--- src/sv/rvd_pkg.sv ---
// ----------------------------------------------------------------------------
// rvd_pkg
// Shared types and constants of the RV32IC instruction decoder.
// ----------------------------------------------------------------------------
`timescale 1ns / 1ps
`default_nettype none
package rvd_pkg;

  // Status codes
  localparam logic [1:0] ST_OK       = 2'd0;
  localparam logic [1:0] ST_UNKNOWN  = 2'd1;
  localparam logic [1:0] ST_ILLEGAL  = 2'd2;
  localparam logic [1:0] ST_RESERVED = 2'd3;

  // Class codes
  localparam logic [5:0] CL_OP = 6'd0,  CL_OPIMM = 6'd1, CL_LOAD = 6'd2, CL_JALR = 6'd3;
  localparam logic [5:0] CL_STORE = 6'd4, CL_JAL = 6'd5, CL_BRANCH = 6'd6, CL_SYSTEM = 6'd7;
  localparam logic [5:0] CL_C_ADDI4SPN = 6'd8,  CL_C_FLD = 6'd9,   CL_C_LW = 6'd10;
  localparam logic [5:0] CL_C_FLW = 6'd11,      CL_C_FSD = 6'd12,  CL_C_SW = 6'd13;
  localparam logic [5:0] CL_C_FSW = 6'd14,      CL_C_NOP = 6'd15,  CL_C_ADDI = 6'd16;
  localparam logic [5:0] CL_C_JAL = 6'd17,      CL_C_LI = 6'd18,   CL_C_ADDI16SP = 6'd19;
  localparam logic [5:0] CL_C_LUI = 6'd20,      CL_C_SRLI = 6'd21, CL_C_ANDI = 6'd23;
  localparam logic [5:0] CL_C_SUB = 6'd24,      CL_C_J = 6'd28,    CL_C_BEQZ = 6'd29;
  localparam logic [5:0] CL_C_BNEZ = 6'd30,     CL_C_SLLI = 6'd31, CL_C_FLDSP = 6'd32;
  localparam logic [5:0] CL_C_LWSP = 6'd33,     CL_C_FLWSP = 6'd34, CL_C_JR = 6'd35;
  localparam logic [5:0] CL_C_MV = 6'd36,       CL_C_EBREAK = 6'd37, CL_C_JALR = 6'd38;
  localparam logic [5:0] CL_C_ADD = 6'd39,      CL_C_FSDSP = 6'd40, CL_C_SWSP = 6'd41;
  localparam logic [5:0] CL_C_FSWSP = 6'd42,    CL_NONE = 6'd63;

  // Major opcodes
  localparam logic [6:0] OPC_OP = 7'd51, OPC_OPIMM = 7'd19, OPC_LOAD = 7'd3;
  localparam logic [6:0] OPC_JALR = 7'd103, OPC_STORE = 7'd35, OPC_JAL = 7'd111;
  localparam logic [6:0] OPC_BRANCH = 7'd99, OPC_SYSTEM = 7'd115;

  // Decoded fields of one instruction
  typedef struct packed {
    logic [5:0]  op_class;
    logic [4:0]  dest_reg;
    logic [4:0]  src1_reg;
    logic [4:0]  src2_reg;
    logic [20:0] immediate;
    logic [2:0]  funct3_field;
    logic [6:0]  funct7_field;
    logic [1:0]  status;
    logic        has_target;
  } dec_t;

  // Queue entry from front to back
  typedef struct packed {
    logic [31:0] inst_bits;
    logic        compressed;
    dec_t        dec;
  } item_t;

  // Zeroed decode record for error status
  function automatic dec_t dec_err(input logic [1:0] st);
    dec_t d;
    d = '0;
    d.op_class = CL_NONE;
    d.status = st;
    return d;
  endfunction

  function automatic dec_t decode32(input logic [31:0] w);
    dec_t d;
    logic [20:0] i12;
    d = '0;
    i12 = {{9{w[31]}}, w[31:20]};
    d.funct3_field = w[14:12];
    unique case (w[6:0])
      OPC_OP: begin
        d.op_class = CL_OP; d.dest_reg = w[11:7]; d.src1_reg = w[19:15];
        d.src2_reg = w[24:20]; d.funct7_field = w[31:25];
      end
      OPC_OPIMM: begin
        d.op_class = CL_OPIMM; d.dest_reg = w[11:7]; d.src1_reg = w[19:15];
        if (w[13:12] == 2'b01) begin
          d.immediate = {16'd0, w[24:20]}; d.funct7_field = w[31:25];
        end else begin
          d.immediate = i12;
        end
      end
      OPC_LOAD, OPC_JALR: begin
        d.op_class = (w[6:0] == OPC_LOAD) ? CL_LOAD : CL_JALR;
        d.dest_reg = w[11:7]; d.src1_reg = w[19:15]; d.immediate = i12;
      end
      OPC_STORE: begin
        d.op_class = CL_STORE; d.src1_reg = w[19:15]; d.src2_reg = w[24:20];
        d.immediate = {{9{w[31]}}, w[31:25], w[11:7]};
      end
      OPC_JAL: begin
        d.op_class = CL_JAL; d.dest_reg = w[11:7]; d.has_target = 1'b1;
        d.funct3_field = 3'd0;
        d.immediate = {w[31], w[19:12], w[20], w[30:21], 1'b0};
      end
      OPC_BRANCH: begin
        d.op_class = CL_BRANCH; d.src1_reg = w[19:15]; d.src2_reg = w[24:20];
        d.has_target = 1'b1;
        d.immediate = {{8{w[31]}}, w[31], w[7], w[30:25], w[11:8], 1'b0};
      end
      OPC_SYSTEM: begin
        d.op_class = CL_SYSTEM; d.dest_reg = w[11:7]; d.src1_reg = w[19:15];
        d.immediate = {9'd0, w[31:20]};
      end
      default: d = dec_err(ST_UNKNOWN);
    endcase
    return d;
  endfunction

  function automatic dec_t decode16(input logic [15:0] h);
    dec_t d;
    logic [4:0] rpl, rph, rhi, rlo;
    logic [20:0] i6;
    logic [9:0] nz;
    d = '0;
    rpl = {2'b01, h[4:2]};
    rph = {2'b01, h[9:7]};
    rhi = h[11:7];
    rlo = h[6:2];
    i6 = {{16{h[12]}}, h[6:2]};
    nz = {h[12], h[4:3], h[5], h[2], h[6], 4'd0};
    d.funct3_field = h[15:13];
    if (h == 16'd0) begin
      d = dec_err(ST_ILLEGAL);
    end else begin
      unique case (h[1:0])
        2'd0: begin
          unique case (h[15:13])
            3'd0: begin
              d.op_class = CL_C_ADDI4SPN; d.dest_reg = rpl; d.src1_reg = 5'd2;
              d.immediate = {11'd0, h[10:7], h[12:11], h[5], h[6], 2'd0};
              if (h[12:5] == 8'd0) d = dec_err(ST_RESERVED);
            end
            3'd4: d = dec_err(ST_RESERVED);
            default: begin
              unique case (h[15:13])
                3'd1: d.op_class = CL_C_FLD;
                3'd2: d.op_class = CL_C_LW;
                3'd3: d.op_class = CL_C_FLW;
                3'd5: d.op_class = CL_C_FSD;
                3'd6: d.op_class = CL_C_SW;
                default: d.op_class = CL_C_FSW;
              endcase
              d.src1_reg = rph;
              // Double-word forms scale the offset by eight
              if (h[14:13] == 2'b01) d.immediate = {13'd0, h[6:5], h[12:10], 3'd0};
              else d.immediate = {14'd0, h[5], h[12:10], h[6], 2'd0};
              if (h[15]) d.src2_reg = rpl; else d.dest_reg = rpl;
            end
          endcase
        end
        2'd1: begin
          unique case (h[15:13])
            3'd0: begin
              if (h[12:2] == 11'd0) begin
                d.op_class = CL_C_NOP;
              end else begin
                d.op_class = CL_C_ADDI; d.dest_reg = rhi; d.src1_reg = rhi;
                d.immediate = i6;
              end
            end
            3'd1, 3'd5: begin
              d.op_class = h[15] ? CL_C_J : CL_C_JAL;
              d.dest_reg = h[15] ? 5'd0 : 5'd1; d.has_target = 1'b1;
              d.immediate = {{9{h[12]}}, h[12], h[8], h[10:9], h[6], h[7], h[2],
                             h[11], h[5:3], 1'b0};
            end
            3'd2: begin
              d.op_class = CL_C_LI; d.dest_reg = rhi; d.immediate = i6;
            end
            3'd3: begin
              if (rhi == 5'd2) begin
                d.op_class = CL_C_ADDI16SP; d.dest_reg = 5'd2; d.src1_reg = 5'd2;
                d.immediate = {{11{nz[9]}}, nz};
                if (nz == 10'd0) d = dec_err(ST_RESERVED);
              end else begin
                d.op_class = CL_C_LUI; d.dest_reg = rhi;
                d.immediate = {{3{h[12]}}, h[12], rlo, 12'd0};
                if ({h[12], rlo} == 6'd0) d = dec_err(ST_RESERVED);
              end
            end
            3'd4: begin
              d.dest_reg = rph; d.src1_reg = rph;
              if (h[11:10] == 2'd2) begin
                d.op_class = CL_C_ANDI; d.immediate = i6;
              end else if (h[12]) begin
                d = dec_err(ST_RESERVED);
              end else if (h[11:10] == 2'd3) begin
                d.op_class = CL_C_SUB + {4'd0, h[6:5]}; d.src2_reg = rpl;
              end else begin
                d.op_class = CL_C_SRLI + {5'd0, h[10]};
                d.immediate = {16'd0, rlo};
              end
            end
            default: begin
              d.op_class = h[13] ? CL_C_BNEZ : CL_C_BEQZ; d.src1_reg = rph;
              d.has_target = 1'b1;
              d.immediate = {{12{h[12]}}, h[12], h[6:5], h[2], h[11:10], h[4:3], 1'b0};
            end
          endcase
        end
        2'd2: begin
          unique case (h[15:13])
            3'd0: begin
              d.op_class = CL_C_SLLI; d.dest_reg = rhi; d.src1_reg = rhi;
              d.immediate = {16'd0, rlo};
              if (h[12]) d = dec_err(ST_RESERVED);
            end
            3'd1: begin
              d.op_class = CL_C_FLDSP; d.dest_reg = rhi; d.src1_reg = 5'd2;
              d.immediate = {12'd0, h[4:2], h[12], h[6:5], 3'd0};
            end
            3'd2, 3'd3: begin
              d.op_class = h[13] ? CL_C_FLWSP : CL_C_LWSP; d.dest_reg = rhi;
              d.src1_reg = 5'd2;
              d.immediate = {13'd0, h[3:2], h[12], h[6:4], 2'd0};
              if (!h[13] && rhi == 5'd0) d = dec_err(ST_RESERVED);
            end
            3'd4: begin
              if (rlo == 5'd0) begin
                if (!h[12]) begin
                  d.op_class = CL_C_JR; d.src1_reg = rhi;
                  if (rhi == 5'd0) d = dec_err(ST_RESERVED);
                end else if (rhi == 5'd0) begin
                  d.op_class = CL_C_EBREAK;
                end else begin
                  d.op_class = CL_C_JALR; d.dest_reg = 5'd1; d.src1_reg = rhi;
                end
              end else if (!h[12]) begin
                d.op_class = CL_C_MV; d.dest_reg = rhi; d.src2_reg = rlo;
              end else begin
                d.op_class = CL_C_ADD; d.dest_reg = rhi; d.src1_reg = rhi;
                d.src2_reg = rlo;
              end
            end
            3'd5: begin
              d.op_class = CL_C_FSDSP; d.src1_reg = 5'd2; d.src2_reg = rlo;
              d.immediate = {12'd0, h[9:7], h[12:10], 3'd0};
            end
            default: begin
              d.op_class = h[13] ? CL_C_FSWSP : CL_C_SWSP; d.src1_reg = 5'd2;
              d.src2_reg = rlo;
              d.immediate = {13'd0, h[8:7], h[12:9], 2'd0};
            end
          endcase
        end
        default: d = dec_err(ST_UNKNOWN);
      endcase
    end
    return d;
  endfunction

endpackage
`default_nettype wire

--- src/sv/rv32ic_instruction_decoder_core.sv ---
// ----------------------------------------------------------------------------
// rv32ic_instruction_decoder_core
// RV32IC decoder taking 16-bit parcels and giving one decoded word per instruction.
// ----------------------------------------------------------------------------
// One parcel is taken per cycle. A compressed parcel passes through the queue to
// the output; a parcel with low bits 11 is held and the next completes the 32-bit
// instruction. The front decodes combinationally into a two-entry queue; the
// back adds the running address and branch target into the output register.
// Throughput is one parcel per cycle, limited only by the output handshake.
`timescale 1ns / 1ps
`default_nettype none
module rv32ic_instruction_decoder_core #(
  parameter int PC_BITS = 32
) (
  input  wire logic         clk,
  input  wire logic         rst_n,
  input  wire logic         in_tvalid,
  output logic              in_tready,
  input  wire logic [15:0]  in_tdata,   // parcel
  output logic              out_tvalid,
  input  wire logic         out_tready,
  // inst_pc, inst_bits, compressed, op_class, dest_reg, src1_reg, src2_reg,
  // immediate, target, funct3_field, funct7_field, status, one zero bit
  output logic [151:0]      out_tdata
);
  import rvd_pkg::*;

  logic        f_valid, f_ready, b_valid, b_ready;
  item_t       f_item, b_item, o_item;
  logic [31:0] o_pc, o_target;

  rvd_front u_front (
    .clk, .rst_n, .in_valid(in_tvalid), .in_ready(in_tready), .parcel(in_tdata),
    .item_valid(f_valid), .item(f_item), .item_ready(f_ready)
  );

  rvd_queue u_queue (
    .clk, .rst_n, .wr_valid(f_valid), .wr_item(f_item), .wr_ready(f_ready),
    .rd_valid(b_valid), .rd_item(b_item), .rd_ready(b_ready)
  );

  rvd_back #(.PC_BITS(PC_BITS)) u_back (
    .clk, .rst_n, .q_valid(b_valid), .q_item(b_item), .q_ready(b_ready),
    .out_valid(out_tvalid), .out_ready(out_tready), .o_pc, .o_target, .o_item
  );

  // Pack the result word
  assign out_tdata = {1'b0, o_item.dec.status, o_item.dec.funct7_field,
                      o_item.dec.funct3_field, o_target, o_item.dec.immediate,
                      o_item.dec.src2_reg, o_item.dec.src1_reg, o_item.dec.dest_reg,
                      o_item.dec.op_class, o_item.compressed, o_item.inst_bits, o_pc};

endmodule
`default_nettype wire

--- src/sv/rvd_front.sv ---
// ----------------------------------------------------------------------------
// rvd_front
// Pairs parcels into instructions and classifies them into a decode record.
// ----------------------------------------------------------------------------
`timescale 1ns / 1ps
`default_nettype none
module rvd_front (
  input  wire logic           clk,
  input  wire logic           rst_n,
  input  wire logic           in_valid,
  output logic                in_ready,
  input  wire logic [15:0]    parcel,
  output logic                item_valid,
  output rvd_pkg::item_t      item,
  input  wire logic           item_ready
);
  import rvd_pkg::*;

  logic        pend_r, pend_nxt;
  logic [15:0] held_r, held_nxt;
  logic        take;
  logic        upper;

  // Accept whenever the queue has room for a possible result
  assign in_ready = item_ready;
  assign take     = in_valid && in_ready;
  assign upper    = pend_r;

  // Form the item
  always_comb begin
    item = '0;
    if (upper) begin
      item.inst_bits  = {parcel, held_r};
      item.compressed = 1'b0;
      item.dec        = decode32({parcel, held_r});
    end else begin
      item.inst_bits  = {16'd0, parcel};
      item.compressed = 1'b1;
      item.dec        = decode16(parcel);
    end
  end
  assign item_valid = take && (upper || parcel[1:0] != 2'b11);

  // Track the held low half
  always_comb begin
    pend_nxt = pend_r;
    held_nxt = held_r;
    if (take) begin
      if (upper) begin
        pend_nxt = 1'b0;
      end else if (parcel[1:0] == 2'b11) begin
        pend_nxt = 1'b1;
        held_nxt = parcel;
      end
    end
  end

  always_ff @(posedge clk) begin
    if (!rst_n) begin
      pend_r <= 1'b0;
      held_r <= '0;
    end else begin
      pend_r <= pend_nxt;
      held_r <= held_nxt;
    end
  end

endmodule
`default_nettype wire

--- src/sv/rvd_queue.sv ---
// ----------------------------------------------------------------------------
// rvd_queue
// Two-entry queue between the front and back halves.
// ----------------------------------------------------------------------------
`timescale 1ns / 1ps
`default_nettype none
module rvd_queue (
  input  wire logic           clk,
  input  wire logic           rst_n,
  input  wire logic           wr_valid,
  input  rvd_pkg::item_t      wr_item,
  output logic                wr_ready,
  output logic                rd_valid,
  output rvd_pkg::item_t      rd_item,
  input  wire logic           rd_ready
);
  import rvd_pkg::*;

  item_t      mem_r [2];
  logic       wp_r, wp_nxt, rp_r, rp_nxt;
  logic [1:0] cnt_r, cnt_nxt;
  logic       push, pop;

  assign wr_ready = (cnt_r != 2'd2);
  assign rd_valid = (cnt_r != 2'd0);
  assign rd_item  = mem_r[rp_r];
  assign push     = wr_valid && wr_ready;
  assign pop      = rd_valid && rd_ready;

  // Advance pointers and count
  always_comb begin
    wp_nxt  = push ? ~wp_r : wp_r;
    rp_nxt  = pop ? ~rp_r : rp_r;
    cnt_nxt = cnt_r + {1'b0, push} - {1'b0, pop};
  end

  always_ff @(posedge clk) begin
    if (!rst_n) begin
      wp_r  <= 1'b0;
      rp_r  <= 1'b0;
      cnt_r <= 2'd0;
    end else begin
      wp_r  <= wp_nxt;
      rp_r  <= rp_nxt;
      cnt_r <= cnt_nxt;
    end
  end

  // Store the word
  always_ff @(posedge clk) begin
    if (push) mem_r[wp_r] <= wr_item;
  end

endmodule
`default_nettype wire

--- src/sv/rvd_back.sv ---
// ----------------------------------------------------------------------------
// rvd_back
// Stamps each instruction with its address and target into the output register.
// ----------------------------------------------------------------------------
`timescale 1ns / 1ps
`default_nettype none
module rvd_back #(
  parameter int PC_BITS = 32
) (
  input  wire logic           clk,
  input  wire logic           rst_n,
  input  wire logic           q_valid,
  input  rvd_pkg::item_t      q_item,
  output logic                q_ready,
  output logic                out_valid,
  input  wire logic           out_ready,
  output logic [31:0]         o_pc,
  output logic [31:0]         o_target,
  output rvd_pkg::item_t      o_item
);
  import rvd_pkg::*;

  logic [PC_BITS-1:0] pc_r, pc_nxt, tgt;
  logic               vld_r, vld_nxt;
  logic [31:0]        opc_r, tgt_r;
  item_t              item_r;
  logic               load;

  assign q_ready = !vld_r || out_ready;
  assign load    = q_valid && q_ready;
  assign tgt     = pc_r + PC_BITS'({{(PC_BITS > 21 ? PC_BITS - 21 : 1){q_item.dec.immediate[20]}},
                                    q_item.dec.immediate});

  // Advance the address and output valid
  always_comb begin
    pc_nxt  = pc_r;
    vld_nxt = vld_r && !out_ready;
    if (load) begin
      pc_nxt  = pc_r + (q_item.compressed ? PC_BITS'(2) : PC_BITS'(4));
      vld_nxt = 1'b1;
    end
  end

  always_ff @(posedge clk) begin
    if (!rst_n) begin
      pc_r  <= '0;
      vld_r <= 1'b0;
    end else begin
      pc_r  <= pc_nxt;
      vld_r <= vld_nxt;
    end
  end

  // Hold the result word
  always_ff @(posedge clk) begin
    if (load) begin
      item_r <= q_item;
      opc_r  <= 32'(pc_r);
      tgt_r  <= q_item.dec.has_target ? 32'(tgt) : 32'd0;
    end
  end

  assign out_valid = vld_r;
  assign o_pc      = opc_r;
  assign o_target  = tgt_r;
  assign o_item    = item_r;

endmodule
`default_nettype wire

--- config.mk ---
export PLATFORM = sky130hd
export DESIGN_NAME = rv32ic_instruction_decoder_core
export DESIGN_NICKNAME = d
export VERILOG_FILES = /design/src/sv/rvd_pkg.sv /design/src/sv/rv32ic_instruction_decoder_core.sv /design/src/sv/rvd_front.sv /design/src/sv/rvd_queue.sv /design/src/sv/rvd_back.sv
export SDC_FILE = /design/constraint.sdc
export NUM_CORES = 1
export LEC_CHECK = 0
export ABC_CLOCK_PERIOD_IN_PS = 8300
export BUFFER_PORTS_ARGS = -buffer_cell sky130_fd_sc_hd__buf_4
export CAP_MARGIN = 0
export CORE_MARGIN = 4
export CORE_UTILIZATION = 54
export CTS_CLUSTER_DIAMETER = 100
export DETAILED_ROUTE_END_ITERATION = 12
export GPL_TIMING_DRIVEN = 0
export PLACE_DENSITY = 0.77
export SKIP_LAST_GASP = 1
export SLEW_MARGIN = 5
export SYNTH_ARGS = -nofsm -noshare
export SYNTH_HDL_FRONTEND = slang
export SYNTH_SLANG_ARGS = --single-unit
--- constraint.sdc ---
create_clock -name clk -period 8.3 [get_ports clk]
set_clock_uncertainty 0.15 [all_clocks]
set_input_delay 0.415 -clock clk [delete_from_list [all_inputs] [get_ports clk]]
set_output_delay 0.415 -clock clk [all_outputs]
set_load 0.02 [all_outputs]
Yosys cells after proc, flatten, opt, wreduce, memory -nomap -nowiden
Memories as Yosys holds them, arrays and structs flattened. A register that Yosys moved wholly into a read port is not among the register bits.
Index checks and enable logic that the tools add are counted.
{"block": "classes", "n_addsub": 6, "n_eq_ne": 24, "n_mux": 76, "n_bitwise": 3, "reduce_logical": 32}
{"op": "55-bit 2-to-1 mux", "n": 7}
{"op": "21-bit one-hot mux with 5 select lines", "n": 2}
{"op": "55-bit one-hot mux with 3 select lines", "n": 1}
{"op": "21-bit one-hot mux with 6 select lines", "n": 1}
{"op": "88-bit 2-to-1 mux", "n": 1}
{"op": "42-bit one-hot mux with 2 select lines", "n": 1}
{"op": "32-bit adder", "n": 2}
{"op": "21-bit 2-to-1 mux", "n": 3}
{"op": "5-bit one-hot mux with 4 select lines", "n": 3}
{"op": "6-bit one-hot mux with 5 select lines", "n": 2}
{"op": "54-bit 2-to-1 mux", "n": 1}
{"op": "6-bit one-hot mux with 7 select lines", "n": 1}
{"op": "39-bit 2-to-1 mux", "n": 1}
{"op": "13-bit one-hot mux with 3 select lines", "n": 1}
{"op": "34-bit 2-to-1 mux", "n": 1}
{"op": "15-bit 2-to-1 mux", "n": 2}
{"op": "5-bit 2-to-1 mux", "n": 6}
{"op": "7-bit equality test, second input constant", "n": 4}
{"op": "13-bit 2-to-1 mux", "n": 2}
{"op": "26-bit 2-to-1 mux", "n": 1}
{"op": "13-bit one-hot mux with 2 select lines", "n": 1}
{"op": "5-bit one-hot mux with 5 select lines", "n": 1}
{"op": "6-bit 2-to-1 mux", "n": 4}
{"op": "12-bit one-hot mux with 2 select lines", "n": 1}
{"op": "other kinds (46)", "n": 91}
{"block": "word_totals", "regBits": 205, "ram_bits": 176, "out_inout_bits": 154, "elab_cells": 161, "n_memories": 1}
{"name": "u_queue.mem_r", "depth": 2, "width": 88, "rd": 1, "rd_ports_with_merged_regs": 1, "write_ports": 1, "line_no": "rvd_queue.sv:19", "source": "item_t mem_r [2];"}

Longest topological paths before layout
{"block": "logic_depth", "depth_word": 8, "mapped_depth": 13, "depth_no_buf": 11}

Cells and area by module
Synthesis repeated with hierarchy kept, for this count alone.
{"block": "unflattened", "hier_cells": 1459, "hier_area_um2": 18092.4}
{"mod": "rvd_back", "instances": 1, "cells_each": 593, "area_per_inst_um2": 7920.1}
{"mod": "rvd_queue", "instances": 1, "cells_each": 298, "area_per_inst_um2": 6660.1}
{"mod": "rvd_front", "instances": 1, "cells_each": 566, "area_per_inst_um2": 3500.9}
{"mod": "rv32ic_instruction_decoder_core", "instances": 1, "cells_each": 2, "area_per_inst_um2": 11.3}

Least setup slack after synthesis
OpenSTA, ideal clock, no wires.
{"block": "synth_timing", "kind": "register to register", "start": "register u_back.vld_r, in the netlist u_back.out_valid", "end": "register u_back.pc_r[31]", "t_arrival_ns": 8.805, "t_required_ns": 8.035, "path_slack_ns": -0.770, "path_stages_with_launch": 8, "synth_period_minus_slack_ns": 9.070, "path_cell_list": "dfxtp_1 > nor2b_1 > nor2_1 > nand3_1 > nor4_1 > nand3_1 > xnor2_1 > and2_1"}
{"block": "synth_via", "elab_chain_len": 3}
{"element": "start, declared", "line_no": "rvd_back.sv:24", "source": "logic vld_r, vld_nxt;"}
{"element": "start signal, assigned", "line_no": "rvd_back.sv:50", "source": "vld_r <= vld_nxt;"}
{"element": "1-bit zero test", "line_no": "rvd_back.sv:29", "source": "assign q_ready = !vld_r || out_ready;"}
{"element": "1-bit logical OR", "line_no": "rvd_back.sv:29"}
{"element": "1-bit logical AND", "line_no": "rvd_back.sv:30", "source": "assign load = q_valid && q_ready;"}
{"element": "named net u_back.load", "line_no": "rvd_back.sv:27", "source": "logic load;"}
{"element": "end signal, assigned", "line_no": "rvd_back.sv:49", "source": "pc_r <= pc_nxt;"}
{"element": "end, declared", "line_no": "rvd_back.sv:23", "source": "logic [PC_BITS-1:0] pc_r, pc_nxt, tgt;"}
The timed path passes the listed nets, and every way through them passes these cells.
A chain may end at the register's enable or synchronous reset.

==> impl_metrics.ini <==
[cells_and_area]
fin_area_um2 = 20690
utilization = 0.6508
finalNetCount = 1703
seq_area_um2 = 10870
n_fill_cell = 2420
syn2layout_area_growth_pct = 17.89
drive_above_1_share = 0.2110
multi_input_area_um2 = 6276

[synth]
synth-edff-count = 326
synth_top_area_share = 0.5577
async_flop_share = 0
yosys_warnings = 0
syn_area_per_cell_um2 = 12.23
synthDistinctLibCells = 80
syn_area_um2 = 17550
synth_ff_type = edfxtp_1
synth_cells = 1435
synth_top_area_cell = edfxtp_1
ys_seq_area_frac = 0.6192
yosys-top-cells-area = edfxtp_1 56%, dfxtp_1 6.2%, mux2_2 6.0%
ys_ff_latch = 380

[clock_network]
clock_sinks = 380
path_clk_slew_ns = 0.06
htreeDepth = 2
cts_tree = done
clockBufferDepth = 3
cts_made_buffers = 38
ctsRootBufferMaster = clkbuf_16
post_cts_buffers = 0
ctsHoldBuffers = 0
cts-resized-gates = 0
insertion_delay_ns = 0.53

[route]
vias_per_cell = 6.139
drt-wirelength-per-cell_um = 24.92
first_pass_iters = 5
drc = 0
first_iter_violations = 1326
antenna_left = 0
dr_total_vias = 12950
drt-total-wl_mm = 52.56

[power]
p_int_mw = 4.291
p_clk_frac = 0.261
p_per_area_nw_per_um2 = 303.9
ir_worst_vdd_mv = 0.2460
swShare = 0.3177
share_comb_of_total_power = 0.301
switching_power_mw = 1.998
p_leak_nw = 7.691
power.sequential.fraction = 0.439

[worst_setup_path]
crit_path_top_delay_cell = buf_1
critPathRequiredTime_ns = 8.43
cp_cell_sequence = clkbuf_1 -> buf_1 -> clkbuf_1 -> mux2_2 -> ha_1 -> and4_1 -> a221oi_2 -> a21oi_2 -> or4_4 -> a31oi_4 -> nand2_1 -> o221a_1
max_stage_delay_ns = 0.72
endpoint_kind = flip-flop
cp_max_fo = 10
cp_top_family = buffers and inverters
arrival_ns = 5.42
crit_type = reg2reg
crit_path_frequent_cell = clkbuf_1
critPathBufInv = 3
cp-start-kind = flip-flop

[sta]
worst-slew-pin-transition_ns = 1.309
setup_viol = 0
layout_min_cycle_time_ns = 5.293
timing.fmax_ghz = 0.1889
hold_violations = 0
slew_viol_final = 0
rsz0062_at_grt = no
fin_crit_sh = 0.6378
slew_headroom = 0.1024
tns_ns = 0

[grt]
grt.overflow.total = 0
grt_pass1_wl_mm = 79.19
grt_max_degree = 56
grt.total_usage = 0.2914
antenna_found_initial = 0
grt_pass1_vias = 12720

[run]
drv_cap = 0

[place]
port_buffers = 164
gp_congestion = 1.010
postPlaceCellArea_um2 = 19500
hpwlAfterDp_mm = 37.93

[status]
status = finished, final reports clean

[floorplanning]
chipWidth_um = 188.3
fp-row-count = 65
dieArea_um2 = 35460
die_h_um = 188.3
core_area_um2 = 31800
io_pins = 174
start_util = 0.5520

[min_path]
hold_class = in2reg
-- registers in the layout, indices dropped and copies added, names as in the netlist, named ones only --
| register | flops |
|---|---|
| u_queue.cnt_r | 2 |
| u_front.pend_r | 1 |
| u_back.out_valid | 1 |
| u_back.o_target | 32 |
| u_back.pc_r | 31 |
| u_queue.rp_r | 1 |
| u_front.held_r | 16 |
| u_queue.wp_r | 1 |
| u_queue.mem_r | 176 |
| u_back.o_pc | 31 |
| u_back.o_item | 87 |
-- cell usage after synthesis (4+ instances only) --
library cell / n
a32o_1: 9
and2_1: 49
a21o_1: 13
nor3_1: 27
xnor2_1: 27
a21boi_0: 20
ha_1: 34
or3_1: 11
nand2b_1: 16
nor2b_1: 11
or2_2: 7
o21ai_0: 86
and4_1: 4
a211oi_1: 10
o22ai_1: 11
nand2_1: 129
mux2i_1: 7
edfxtp_1: 326
clkbuf_1: 64
mux2_2: 94
nor2_1: 92
o21a_1: 19
inv_1: 32
a221oi_1: 7
xor2_1: 17
a31oi_1: 16
nand4_1: 12
o211ai_1: 4
nand3_1: 36
a21oi_1: 87
o32ai_1: 5
buf_1: 7
dfxtp_1: 54
and3_1: 20
-- power groups by stage --
stage	clock (mW)	combinational [mW]	sequential, mW
floorplan	0	0.688	3.21
global placement	0	1.80	2.87
detailed placement	0	1.90	2.79
CTS	1.66	1.91	2.76
global route	1.74	2.02	2.80
finish	1.64	1.89	2.76
-- layout make-up --
cell class | instances | share of cell area
inverters | 32 | 0.005804
plain buffers | 78 | 0.01493
well taps | 435 | 0.02630
clock inverters | 21 | 0.009492
flip-flops and latches | 380 | 0.5253
multi-input cells | 946 | 0.3033
repair buffers | 171 | 0.06663
clock buffers | 45 | 0.04819
diodes | 1 | 0.0001209
-- tightest hold or removal path, stage by stage --
cell      delay, ns
buf_4          0.09
nand2_1        0.07
nand2_1        0.07
a21boi_0       0.07
-- metal layers --
| layer | track usage | share of wire |
|---|---|---|
| met5 | 0 | 0 |
| met3 | 0.04761 | 0.076 |
| met2 | 0.4460 | 0.45 |
| met1 | 0.4287 | 0.44 |
| met4 | 0.09837 | 0.035 |
-- stage by stage --
step | hold WS [ns] | worst slack [ns] | cells | power [mW]
floorplan | 0.2823 | 2.044 | 1436 | 3.900
global placement | 0.3162 | -0.1678 | 2035 | 4.671
global route | 0.1190 | 2.773 | 2108 | 6.555
finish | 0.09047 | 3.007 | 2109 | 6.290
CTS | 0.08018 | 3.009 | 2108 | 6.331
detailed placement | 0.3314 | 3.052 | 2042 | 4.690
-- cells in the final DEF, fill, tap and decap left out, types with 4 or more instances in the layout --
cell	n
edfxtp_1	326
buf_4	167
nand2_1	129
mux2_2	94
nor2_1	90
a21oi_1	87
o21ai_0	86
clkbuf_1	69
dfxtp_1	54
and2_1	48
clkbuf_16	38
nand3_1	36
ha_1	34
inv_1	32
nor3_1	27
xnor2_1	27
and3_1	20
a21boi_0	20
o21a_1	19
xor2_1	17
nand2b_1	16
a31oi_1	16
a21o_1	13
nand4_1	12
nor2b_1	11
or3_1	11
o22ai_1	11
a211oi_1	10
a32o_1	9
clkinv_2	8
or2_2	7
buf_1	7
mux2i_1	7
a221oi_1	7
buf_12	6
o32ai_1	5
clkinv_1	5
o211ai_1	4
and4_1	4
-- cell families after synthesis --
| kind of cell | Yosys count | share of synthesized area |
|---|---|---|
| fa+ha+maj | 36 | 0.02651 |
| buf+inv | 110 | 0.02445 |
| mux | 101 | 0.06429 |
| compound gates | 333 | 0.1230 |
| other cells | 1 | 0.0002136 |
| simple gates | 430 | 0.1204 |
| xor+xnor | 44 | 0.02195 |
| flops | 380 | 0.6192 |
-- worst paths after layout --
kind                                startpoint                  end  slack (ns)  depth (start not counted)
worst max-delay path                 flip-flop  u_back.o_target[21]        3.01                         12
worst min-delay path                 in_tvalid       u_front.pend_r        0.09                          4
worst min register to register  u_back.pc_r[4]       u_back.o_pc[4]        0.34                          0
worst max register to register       flip-flop  u_back.o_target[21]        3.01                         12
Note: power is estimated with default switching activity, not from simulation.
